<file path="config.mk">
export PLATFORM = sky130hd
export DESIGN_NAME = sapst_ram
export DESIGN_NICKNAME = d
export VERILOG_FILES = /design/src/rtl/sapst_ram.sv
export SDC_FILE = /design/constraint.sdc
export NUM_CORES = 1
export LEC_CHECK = 0
export ABC_AREA = 1
export BUFFER_PORTS_ARGS = -buffer_cell sky130_fd_sc_hd__buf_2
export CORE_AREA = 5 5 98 168
export CTS_BUF_LIST = sky130_fd_sc_hd__clkbuf_4
export DETAILED_ROUTE_END_ITERATION = 10
export DIE_AREA = 0 0 103 173
export HOLD_SLACK_MARGIN = 0.02
export SKIP_LAST_GASP = 1
export SLEW_MARGIN = 25
export SYNTH_ARGS = -nofsm -noshare
export SYNTH_HDL_FRONTEND = slang
export SYNTH_SLANG_ARGS = --single-unit
</file>
<file path="constraint.sdc">
create_clock -name i_clk -period 1.2 [get_ports i_clk]
set_clock_uncertainty 0.2 [all_clocks]
set_input_delay 0.12 -clock i_clk [delete_from_list [all_inputs] [get_ports i_clk]]
set_output_delay 0.12 -clock i_clk [all_outputs]
set_load 0.03 [all_outputs]
</file>
<file path="src/rtl/sapst_ram.sv">
module sapst_ram #(
    parameter int W = 8,
    parameter int D = 16,
    localparam int AW = (D > 1) ? $clog2(D) : 1
) (
    input  logic          i_clk,
    input  logic          i_we,
    input  logic [AW-1:0] i_waddr,
    input  logic [W-1:0]  i_wdata,
    input  logic          i_re,
    input  logic [AW-1:0] i_raddr,
    output logic [W-1:0]  o_rdata
);

    logic [W-1:0] r_mem [D];
    logic [W-1:0] r_rdata;

    // One write port and one registered read port.
    always_ff @(posedge i_clk) begin
        if (i_we) begin
            r_mem[i_waddr] <= i_wdata;
        end
        if (i_re) begin
            r_rdata <= r_mem[i_raddr];
        end
    end

    assign o_rdata = r_rdata;

endmodule

</file>
==> results_dict.tcl <==
set metrics [dict create \
    synthCells 551 \
    synth_xor_area_share_pct 0 \
    portBuffers 26 \
    core_area_sq_um 14900 \
    cts_buffers 17 \
    critPathLaunchType "flip-flop" \
    cts.sinks 136 \
    grt_pass1_wl_um 21100 \
    clk_pin_slew_ns 0.12 \
    io_pins 27 \
    grt_overflow_total 0 \
    p_per_area_nw_per_um2 1280 \
    yosys_warnings 0 \
    rows 59 \
    synth_cell_type_count 11 \
    final_util_pct 49.7 \
    holdCritStartpoint "i_waddr[1]" \
    drive_gt1_share_pct 29.9 \
    synth_fp_nets 570 \
    root_buffer "clkbuf_4" \
    crit_required_ns 0.88 \
    crit_chain "buf_6" \
    met2_length_um 7690 \
    dp_hpwl_um 9560 \
    drc 0 \
    fillers 1338 \
    track_usage_pct 16.1 \
    final_antenna_net_count 0 \
    synth_mux_area_share_pct 0 \
    rsz0062_at_grt "yes" \
    hold_path_class "in2reg" \
    place_congestion 0.910 \
    power_mw 9.46 \
    setup_ws_ns -0.228 \
    relSlewSlack_pct 75.7 \
    initialDrtViolationCount 235 \
    synth_seq_cells 136 \
    worst_hold_slack_ns -0.00196 \
    setup_viol_count_final 24 \
    route.final.wire_length_um 13700 \
    violations "negative hold slack, negative setup slack" \
    antenna_found_initial 1 \
    period_minus_slack_ns 1.43 \
    grt_pass1_vias 4056 \
    maxCapViolCount 0 \
    cts_max_level 4 \
    dr_wl_met3_um 463 \
    irDropWorstVdd_v 0.000682 \
    synth_fa_ha_area_share_pct 0 \
    grt_max_degree 27 \
    hold_viol 4 \
    leakage_nw 3.17 \
    cts_hold_buffers 15 \
    cp_top_family "flip-flops" \
    clk-insertion-delay-late_ns 0.53 \
    syn_avg_cell_area_sq_um 10.6 \
    cp_num_buf_inv 1 \
    slew_viol_final 0 \
    period_share_pct 119 \
    fp.dieArea_sq_um 17800 \
    timing_worst_slew_pin_value_ns 0.365 \
    layout_commonest_cell "nand2_1" \
    synthSimpleGateAreaFrac_pct 20.8 \
    die_x_um 103 \
    routedWlPerCell_um 16.5 \
    slowest_stage "edfxtp_1" \
    cp_max_fo 1 \
    fmax_mhz 701 \
    area_growth_syn_to_layout_pct 26.8 \
    cts_buffer_depth 2 \
    routed.top_layer "met4" \
    synth_top_family_by_area "simple AND/OR/NAND/NOR gates" \
    crit_path_start "o_rdata[4]$_DFFE_PP_" \
    cts_tree "built" \
    yosysSeqAreaShare_pct 69.8 \
    drt-vias-per-instance 4.82 \
    netlist_area_sq_um 5850 \
    status "complete, but fails checks" \
    max_stage_delay_ns 0.43 \
    dr.pass1.iters 4 \
    die_h_um 173 \
    reg2reg_from "r_mem[14][7]$_DFFE_PP_" \
    crit_arrival_ns 1.11 \
    initial_core_util_pct 39.2 \
    worstSetupEndpointType "primary output" \
    final_nets 649 \
    synth-compound-area-share_pct 0 \
    fin_setup_tns_ns -2.19 \
    postCtsSetupBuffers 0 \
    wl_met1_um 4880 \
    route.vias.total 3988 \
    critPathKind "reg2out" \
    final_cell_mix "nand2_1 (165), edfxtp_1 (136), inv_1 (95)" \
]
## cell type report
cell class                 count  area (sq um)  area share [%]
timing repair buffer          84           787            10.6
clock buffer                  18           135            1.82
antenna                        1          2.50          0.0337
inverter                     102           383            5.16
sequential                   136          4080            55.1
tap                          183           229            3.09
clock inverter                14           175            2.36
multi-input combinational    289          1620            21.8
## repair_timing
| action | CTS | global route |
|---|---|---|
| setup endpoints to repair | 16 | 88 |
| gates resized for setup | 62 | 45 |
| endpoints found under the hold margin | 196 | 25 |
| pin swaps | 32 | 32 |
## through the flow
| stage | instance area (sq um) | std cells | hold WS (ns) | worst slack [ns] |
|---|---|---|---|---|
| floorplan | 5860 | 551 | 0.0189 | -0.0708 |
| global placement | 6510 | 780 | 0.285 | -0.311 |
| detailed placement | 6510 | 780 | 0.283 | -0.334 |
| CTS | 7230 | 827 | -0.0536 | -0.276 |
| global route | 7410 | 827 | -0.0538 | -0.303 |
| finish | 7410 | 827 | -0.00196 | -0.228 |
## per-layer routing
| metal | track usage [%] | up-vias |
|---|---|---|
| met5 | 0 | - |
| met4 | 8.21 | 0 |
| met3 | 3.75 | 32 |
| met2 | 28.7 | 87 |
| met1 | 17.2 | 1920 |
| li1 | - | 1949 |
## final timing paths
path	endpoint	slack, ns	depth (start not counted)
max	o_rdata[4]	-0.23	1
max reg2reg	o_rdata[7]$_DFFE_PP_	-0.07	6
min	r_mem[7][4]$_DFFE_PP_	-0.002	4
min reg2reg	o_rdata[5]$_DFFE_PP_	0.57	6
## power by group
part	internal, mW	switching, mW
clock network	1.48	1.66
logic	0.357	0.586
registers	5.34	0.0325
## sequential cells by signal, indices dropped and copies added, names as in the netlist
name     count
o_rdata      8
r_mem      128
## worst min-delay path, cell delays in order
cell     delay (ns)
buf_2          0.12
nand2_1        0.07
nor2_1         0.08
buf_4          0.17
## cell usage after synthesis
master,number,area (sq um)
inv_1,100,375
nor2_1,17,63.8
buf_6,6,67.6
edfxtp_1,136,4080
nand3b_1,2,15.0
inv_2,2,7.51
nand3_1,97,485
buf_4,4,30.0
nand2_1,173,649
buf_1,1,3.75
buf_2,13,65.1
## cell families (layout without fill, tap and decap cells)
group / count (synthesis) / in the layout
simple gates: 289 / 289
flops: 136 / 136
other cells: 0 / 1
buf+inv: 126 / 218
(Power assumes the default switching activity.)
