===== config.mk =====
export PLATFORM = sky130hd
export DESIGN_NAME = sapst_arith
export DESIGN_NICKNAME = d
export VERILOG_FILES = /design/src/rtl/sapst_pkg.sv /design/src/rtl/sapst_arith.sv
export SDC_FILE = /design/constraint.sdc
export NUM_CORES = 1
export LEC_CHECK = 0
export BUFFER_PORTS_ARGS = -buffer_cell sky130_fd_sc_hd__buf_2
export CAP_MARGIN = 40
export CORE_MARGIN = 10
export CORE_UTILIZATION = 45
export CTS_CLUSTER_DIAMETER = 60
export CTS_CLUSTER_SIZE = 30
export DETAILED_ROUTE_END_ITERATION = 6
export PLACE_DENSITY = 0.73
export SYNTH_ARGS = -nofsm -noshare
export SYNTH_HDL_FRONTEND = slang
export SYNTH_SLANG_ARGS = --single-unit

===== constraint.sdc =====
create_clock -name i_clk -period 11.9 [get_ports i_clk]
set_input_delay 2.38 -clock i_clk [delete_from_list [all_inputs] [get_ports i_clk]]
set_output_delay 2.38 -clock i_clk [all_outputs]
set_load 0.05 [all_outputs]

===== src/rtl/sapst_pkg.sv =====
package sapst_pkg;

    // Waypoint store geometry.
    localparam int P_DEPTH = 16;
    localparam int P_AW    = (P_DEPTH > 1) ? $clog2(P_DEPTH) : 1;
    localparam int P_LEN_W = $clog2(P_DEPTH + 1);

    // Request codes of the input word.
    localparam logic [1:0] REQ_TICK  = 2'd0;
    localparam logic [1:0] REQ_LOAD  = 2'd1;
    localparam logic [1:0] REQ_PLACE = 2'd2;
    localparam logic [1:0] REQ_SPARE = 2'd3;

    // Configuration register indexes.
    localparam logic [0:0] CFG_STEER_MODE = 1'b0;
    localparam logic [0:0] CFG_PATH_LEN   = 1'b1;

    // Fixed-point steering constants (velocities Q5.16, distances Q24.8).
    localparam logic [31:0] VMAX_Q16    = 32'd786432;
    localparam logic [31:0] FMAX_Q16    = 32'd393216;
    localparam logic [31:0] MASS_DIV    = 32'd10;
    localparam logic [31:0] ARRIVE_NEAR = 32'd12800;
    localparam logic [31:0] RAMP_DIST   = 32'd102400;
    localparam logic [31:0] NODE_NEAR   = 32'd25600;

    // Step counts of the serial arithmetic unit.
    localparam int P_CNT_W = 6;
    localparam logic [P_CNT_W-1:0] MUL_LAST  = P_CNT_W'(31);
    localparam logic [P_CNT_W-1:0] DIV_LAST  = P_CNT_W'(23);
    localparam logic [P_CNT_W-1:0] SQRT_LAST = P_CNT_W'(31);

    typedef enum logic [1:0] {
        AR_MUL,
        AR_DIV,
        AR_SQRT
    } t_ar_op;

    // Request to the arithmetic unit; start is a one-cycle pulse.
    typedef struct packed {
        logic        start;
        t_ar_op      op;
        logic [31:0] a;
        logic [31:0] b;
        logic [63:0] w;
    } t_ar_req;

    // Response; res is valid in the cycle done is high.
    typedef struct packed {
        logic        done;
        logic [63:0] res;
    } t_ar_rsp;

endpackage


===== src/rtl/sapst_arith.sv =====
module sapst_arith import sapst_pkg::*; (
    input  logic    i_clk,
    input  logic    i_rst_n,
    input  t_ar_req i_req,
    output t_ar_rsp o_rsp
);

    typedef enum logic {
        A_IDLE,
        A_BUSY
    } t_astate;

    t_astate             r_state;
    t_ar_op              r_op;
    logic [31:0]         r_a;
    logic [31:0]         r_b;
    logic [63:0]         r_x;
    logic [33:0]         r_r;
    logic [31:0]         r_q;
    logic [P_CNT_W-1:0]  r_cnt;
    logic                r_done;

    logic [P_CNT_W-1:0]  c_last;
    logic [32:0]         c_msum;
    logic [32:0]         c_dt;
    logic                c_dge;
    logic [32:0]         c_drem;
    logic [35:0]         c_st;
    logic [35:0]         c_trial;
    logic                c_sge;
    logic [35:0]         c_srem;

    // One step of each operation: shift-add multiply, restoring divide,
    // and a two-bit-per-step integer square root.
    always_comb begin
        case (r_op)
            AR_MUL:  c_last = MUL_LAST;
            AR_DIV:  c_last = DIV_LAST;
            AR_SQRT: c_last = SQRT_LAST;
            default: c_last = MUL_LAST;
        endcase
        c_msum  = 33'(r_x[63:32]) + (r_x[0] ? 33'(r_a) : 33'd0);
        c_dt    = {r_r[31:0], r_x[23]};
        c_dge   = (c_dt >= 33'(r_b));
        c_drem  = c_dge ? (c_dt - 33'(r_b)) : c_dt;
        c_st    = {r_r, r_x[63:62]};
        c_trial = 36'({r_q, 2'b01});
        c_sge   = (c_st >= c_trial);
        c_srem  = c_sge ? (c_st - c_trial) : c_st;
    end

    // Operation sequencer and working registers.
    always_ff @(posedge i_clk) begin
        if (!i_rst_n) begin
            r_state <= A_IDLE;
            r_done  <= 1'b0;
            r_op    <= AR_MUL;
            r_cnt   <= '0;
        end else begin
            r_done <= 1'b0;
            case (r_state)
                A_IDLE: begin
                    if (i_req.start) begin
                        r_op    <= i_req.op;
                        r_a     <= i_req.a;
                        r_b     <= i_req.b;
                        r_cnt   <= '0;
                        r_state <= A_BUSY;
                        case (i_req.op)
                            AR_MUL: begin
                                r_x <= {32'd0, i_req.b};
                            end
                            AR_DIV: begin
                                r_x <= i_req.w;
                                r_r <= {2'b00, i_req.w[55:24]};
                            end
                            default: begin
                                r_x <= i_req.w;
                                r_r <= '0;
                                r_q <= '0;
                            end
                        endcase
                    end
                end
                A_BUSY: begin
                    case (r_op)
                        AR_MUL: begin
                            r_x <= {c_msum, r_x[31:1]};
                        end
                        AR_DIV: begin
                            r_r <= {2'b00, c_drem[31:0]};
                            r_x <= {r_x[63:24], r_x[22:0], c_dge};
                        end
                        default: begin
                            r_r <= c_srem[33:0];
                            r_q <= {r_q[30:0], c_sge};
                            r_x <= {r_x[61:0], 2'b00};
                        end
                    endcase
                    r_cnt <= r_cnt + P_CNT_W'(1);
                    if (r_cnt == c_last) begin
                        r_done  <= 1'b1;
                        r_state <= A_IDLE;
                    end
                end
                default: r_state <= A_IDLE;
            endcase
        end
    end

    // Result selection.
    always_comb begin
        o_rsp.done = r_done;
        case (r_op)
            AR_MUL:  o_rsp.res = r_x;
            AR_DIV:  o_rsp.res = {40'd0, r_x[23:0]};
            AR_SQRT: o_rsp.res = {32'd0, r_q};
            default: o_rsp.res = r_x;
        endcase
    end

endmodule


==> key figures <==
Floorplan
  – Initial Utilization: 0.456
  – Die height: 201 um
  – # rows: 66
  – Die ar.: 40500 um2
  – Die X: between 200 and 250 um
  – Core area: roughly 32000 um2
  – Io pins: a little under 200

Global routing
  – Initial antenna violation count: 4
  – First-pass GRT wire length: approximately 74 mm
  – GR Overflow Total: 0
  – GRT Total Usage: 0.229
  – Largest net degree at the start of global routing: between 50 and 60
  – Number of global-route vias before repair: 12800

CTS
  – Hold-fix buffers, CTS: 0
  – Clock latency on the worst-skew pair: 0.54 ns
  – Root Buffer: clkbuf_16
  – Htree depth: 1
  – Worst-path clk slew: 0.08 ns
  – CTS resizes: 0
  – Max Root-Sink Buffers: 3
  – CTS tree: built
  – # Post-CTS Setup Buffers: 0
  – Clock sinks: 204
  – TritonCTS Buffers: 22

Timing
  – Worst Skew: 0.0230 ns
  – Worst Max-Slew Pin Slew: 0.843 ns
  – Finish-stage setup viols: 0
  – Final setup TNS: 0 ns
  – Final hold violation count: 0
  – Period Utilization, post-route: 0.452
  – Slew Limit Fails: 0
  – FMAX: roughly 0.19 GHz
  – Worst setup margin: 6.52 ns
  – Slew margin rel.: 0.436
  – Post-layout minimum cycle time: ~5.4 ns
  – RSZ-0062 raised after global routing: no
  – Worst hold slack: 0.528 ns

Setup path
  – CP startpoint kind: flip-flop
  – CP max FO: 39
  – Reg2Reg Depth: 13
  – Critical Path Sink Type: primary output
  – Data required, critical path: 9.52 ns
  – Critical path data arrival time: 3.00 ns
  – Reg-to-Reg Start: r_r[4]$_DFFE_PP_
  – Reg2reg end: r_r[23]$_DFFE_PP_
  – Reg2reg setup slack: 7.28 ns
  – Kind of critical path: flip-flop to primary output

Synthesis
  – Mean area per synthesized cell: approximately 9.6 um2
  – Post-Syn Instances: 1539
  – EDFF count, synth: between 150 and 200
  – Post-Synth XOR/XNOR Area: 0.0492
  – Post-synthesis sequential area ratio: 0.407
  – Fraction of registers with async set/reset: 0
  – Compound-Gate Fraction of Synth Area: 0.224
  – Mux contribution to synthesized area: 0.0529
  – Synth cell types: 69
  – Warnings, synthesis: 0
  – Post-Synth Simple-Gate Area: 0.129
  – Synthesized-area fraction occupied by adder cells: 0.0890
  – Post-Syn Nets: 1776
  – Cell Area, Synth: 14800 um2
  – Top_reg_cell synth: edfxtp_1
  – #FFs+latches synth: slightly above 200
  – Main combinational cell family by area after synthesis: compound AO/OA/AOI/OAI gates

Drt
  – Iter 0 DRT Violations: about 1200
  – DRT Pass-1 Iters: 5
  – Final wirelength: 48.8 mm
  – Antenna Nets Post-Route: 0
  – Vias: 13000
  – WL/cell: roughly 22 um
  – Drt via density: 5.99
  – # DRC: 0

Cells and area
  – Area growth syn-to-layout: 15.5%
  – Commonest non-fill, non-tap cell in the layout: buf_2
  – Share of cells above drive strength 1: 0.163
  – Fin nets: 1951
  – Commonest non-fill, non-tap cells in the layout: buf_2, edfxtp_1, a21oi_1
  – Final Util: 0.526

Min path
  – Hold_sp: r_cnt[5]$_SDFFE_PN0N_
  – Min-Delay Path Depth: 2
  – Hold EP: r_cnt[5]$_SDFFE_PN0N_
  – Min-Delay Path Class: flip-flop to flip-flop

Pwr
  – Peak VDD IR: around 0.09 mV
  – Leak pwr: 7.26 nW
  – Power per Cell Area: 135 nW/um2

Status
  – Status: finished, final reports clean

Placed design
  – Dpl hpwl: approximately 37 mm
  – PortBufs: 197
  – Pre-CTS WS: 7.11 ns
  – Placer congestion estimate: 0.970

Job
  – Max-Cap Viols: 0
==> final cells by class <==
cell class	instances	area, um2
Inverter	106	399
Timing Repair Buffer	223	1250
Fill cell	2980	15400
Antenna cell	2	5.00
Clock inverter	17	181
Tap cell	442	553
Clock buffer	23	576
Sequential cell	204	6030
Multi-Input combinational cell	1157	8090
==> routing by layer <==
metal,GRT usage,share of wire
met5,0,0.00027
met2,0.373,0.46
met1,0.302,0.43
met4,0.0773,0.031
met3,0.0379,0.080
==> how the worst max path moves through the flow <==
stage,start,to
after CTS,r_op[0]$_SDFFE_PN0P_,o_rsp[8]
after floorplan,i_req[129],r_r[0]$_DFFE_PP_
after global placement,r_op[0]$_SDFFE_PN0P_,o_rsp[20]
after global routing,r_op[1]$_SDFFE_PN0P_,o_rsp[8]
final,r_op[0]$_SDFFE_PN0P_,o_rsp[8]
after detailed placement,r_op[0]$_SDFFE_PN0P_,o_rsp[16]
==> worst max-delay path: stages (launching register included) <==
cell and delay (ns):
dfxtp_1 0.37, inv_1 0.08, ha_1 0.33, buf_4 0.41, and2_1 0.36, buf_4 0.38, a22o_1 0.22, buf_2 0.27
==> through the flow <==
stage / area, um2 / total power [mW] / cells
finish: 17100 / 2.31 / 2174
global route: 17100 / 2.41 / 2172
CTS: 17100 / 2.31 / 2172
detailed placement: 16300 / 1.59 / 2132
global placement: 16200 / 1.57 / 2125
floorplan: 14800 / 1.40 / 1539
==> power by group <==
group | leakage (nW) | internal [mW] | total (mW) | switching (mW)
sequential | 1.91 | 0.846 | 0.887 | 0.0407
combinational | 4.98 | 0.253 | 0.704 | 0.451
clock | 0.368 | 0.374 | 0.719 | 0.345
==> synthesized netlist by cell type, drive strengths merged, types with 20 or more instances <==
cell	n	area, um2
edfxtp	194	5830
a21oi	133	669
nor2	108	405
inv	105	394
nand2	105	394
ha	102	1280
o21ai	99	499
mux2i	77	771
clkbuf	61	229
xnor2	52	455
a22o	48	420
nor2b	43	269
and2	41	257
a21o	38	285
a211oi	36	270
xor2	31	272
a22oi	29	218
o221ai	22	193
nand3	20	100
==> flip-flops by register name (all words and copies together) (netlist names) <==
signal,cells
r_done,1
r_x,64
r_q,32
r_state,1
r_a,32
r_cnt,6
r_r,34
r_b,32
r_op,2
==> cell families after synthesis <==
family	count (synthesis)
compound gates	500
mux	78
flops	204
buf+inv	178
simple gates	392
fa+ha+maj	104
xor+xnor	83
Note: power is estimated with default switching activity, not from simulation.
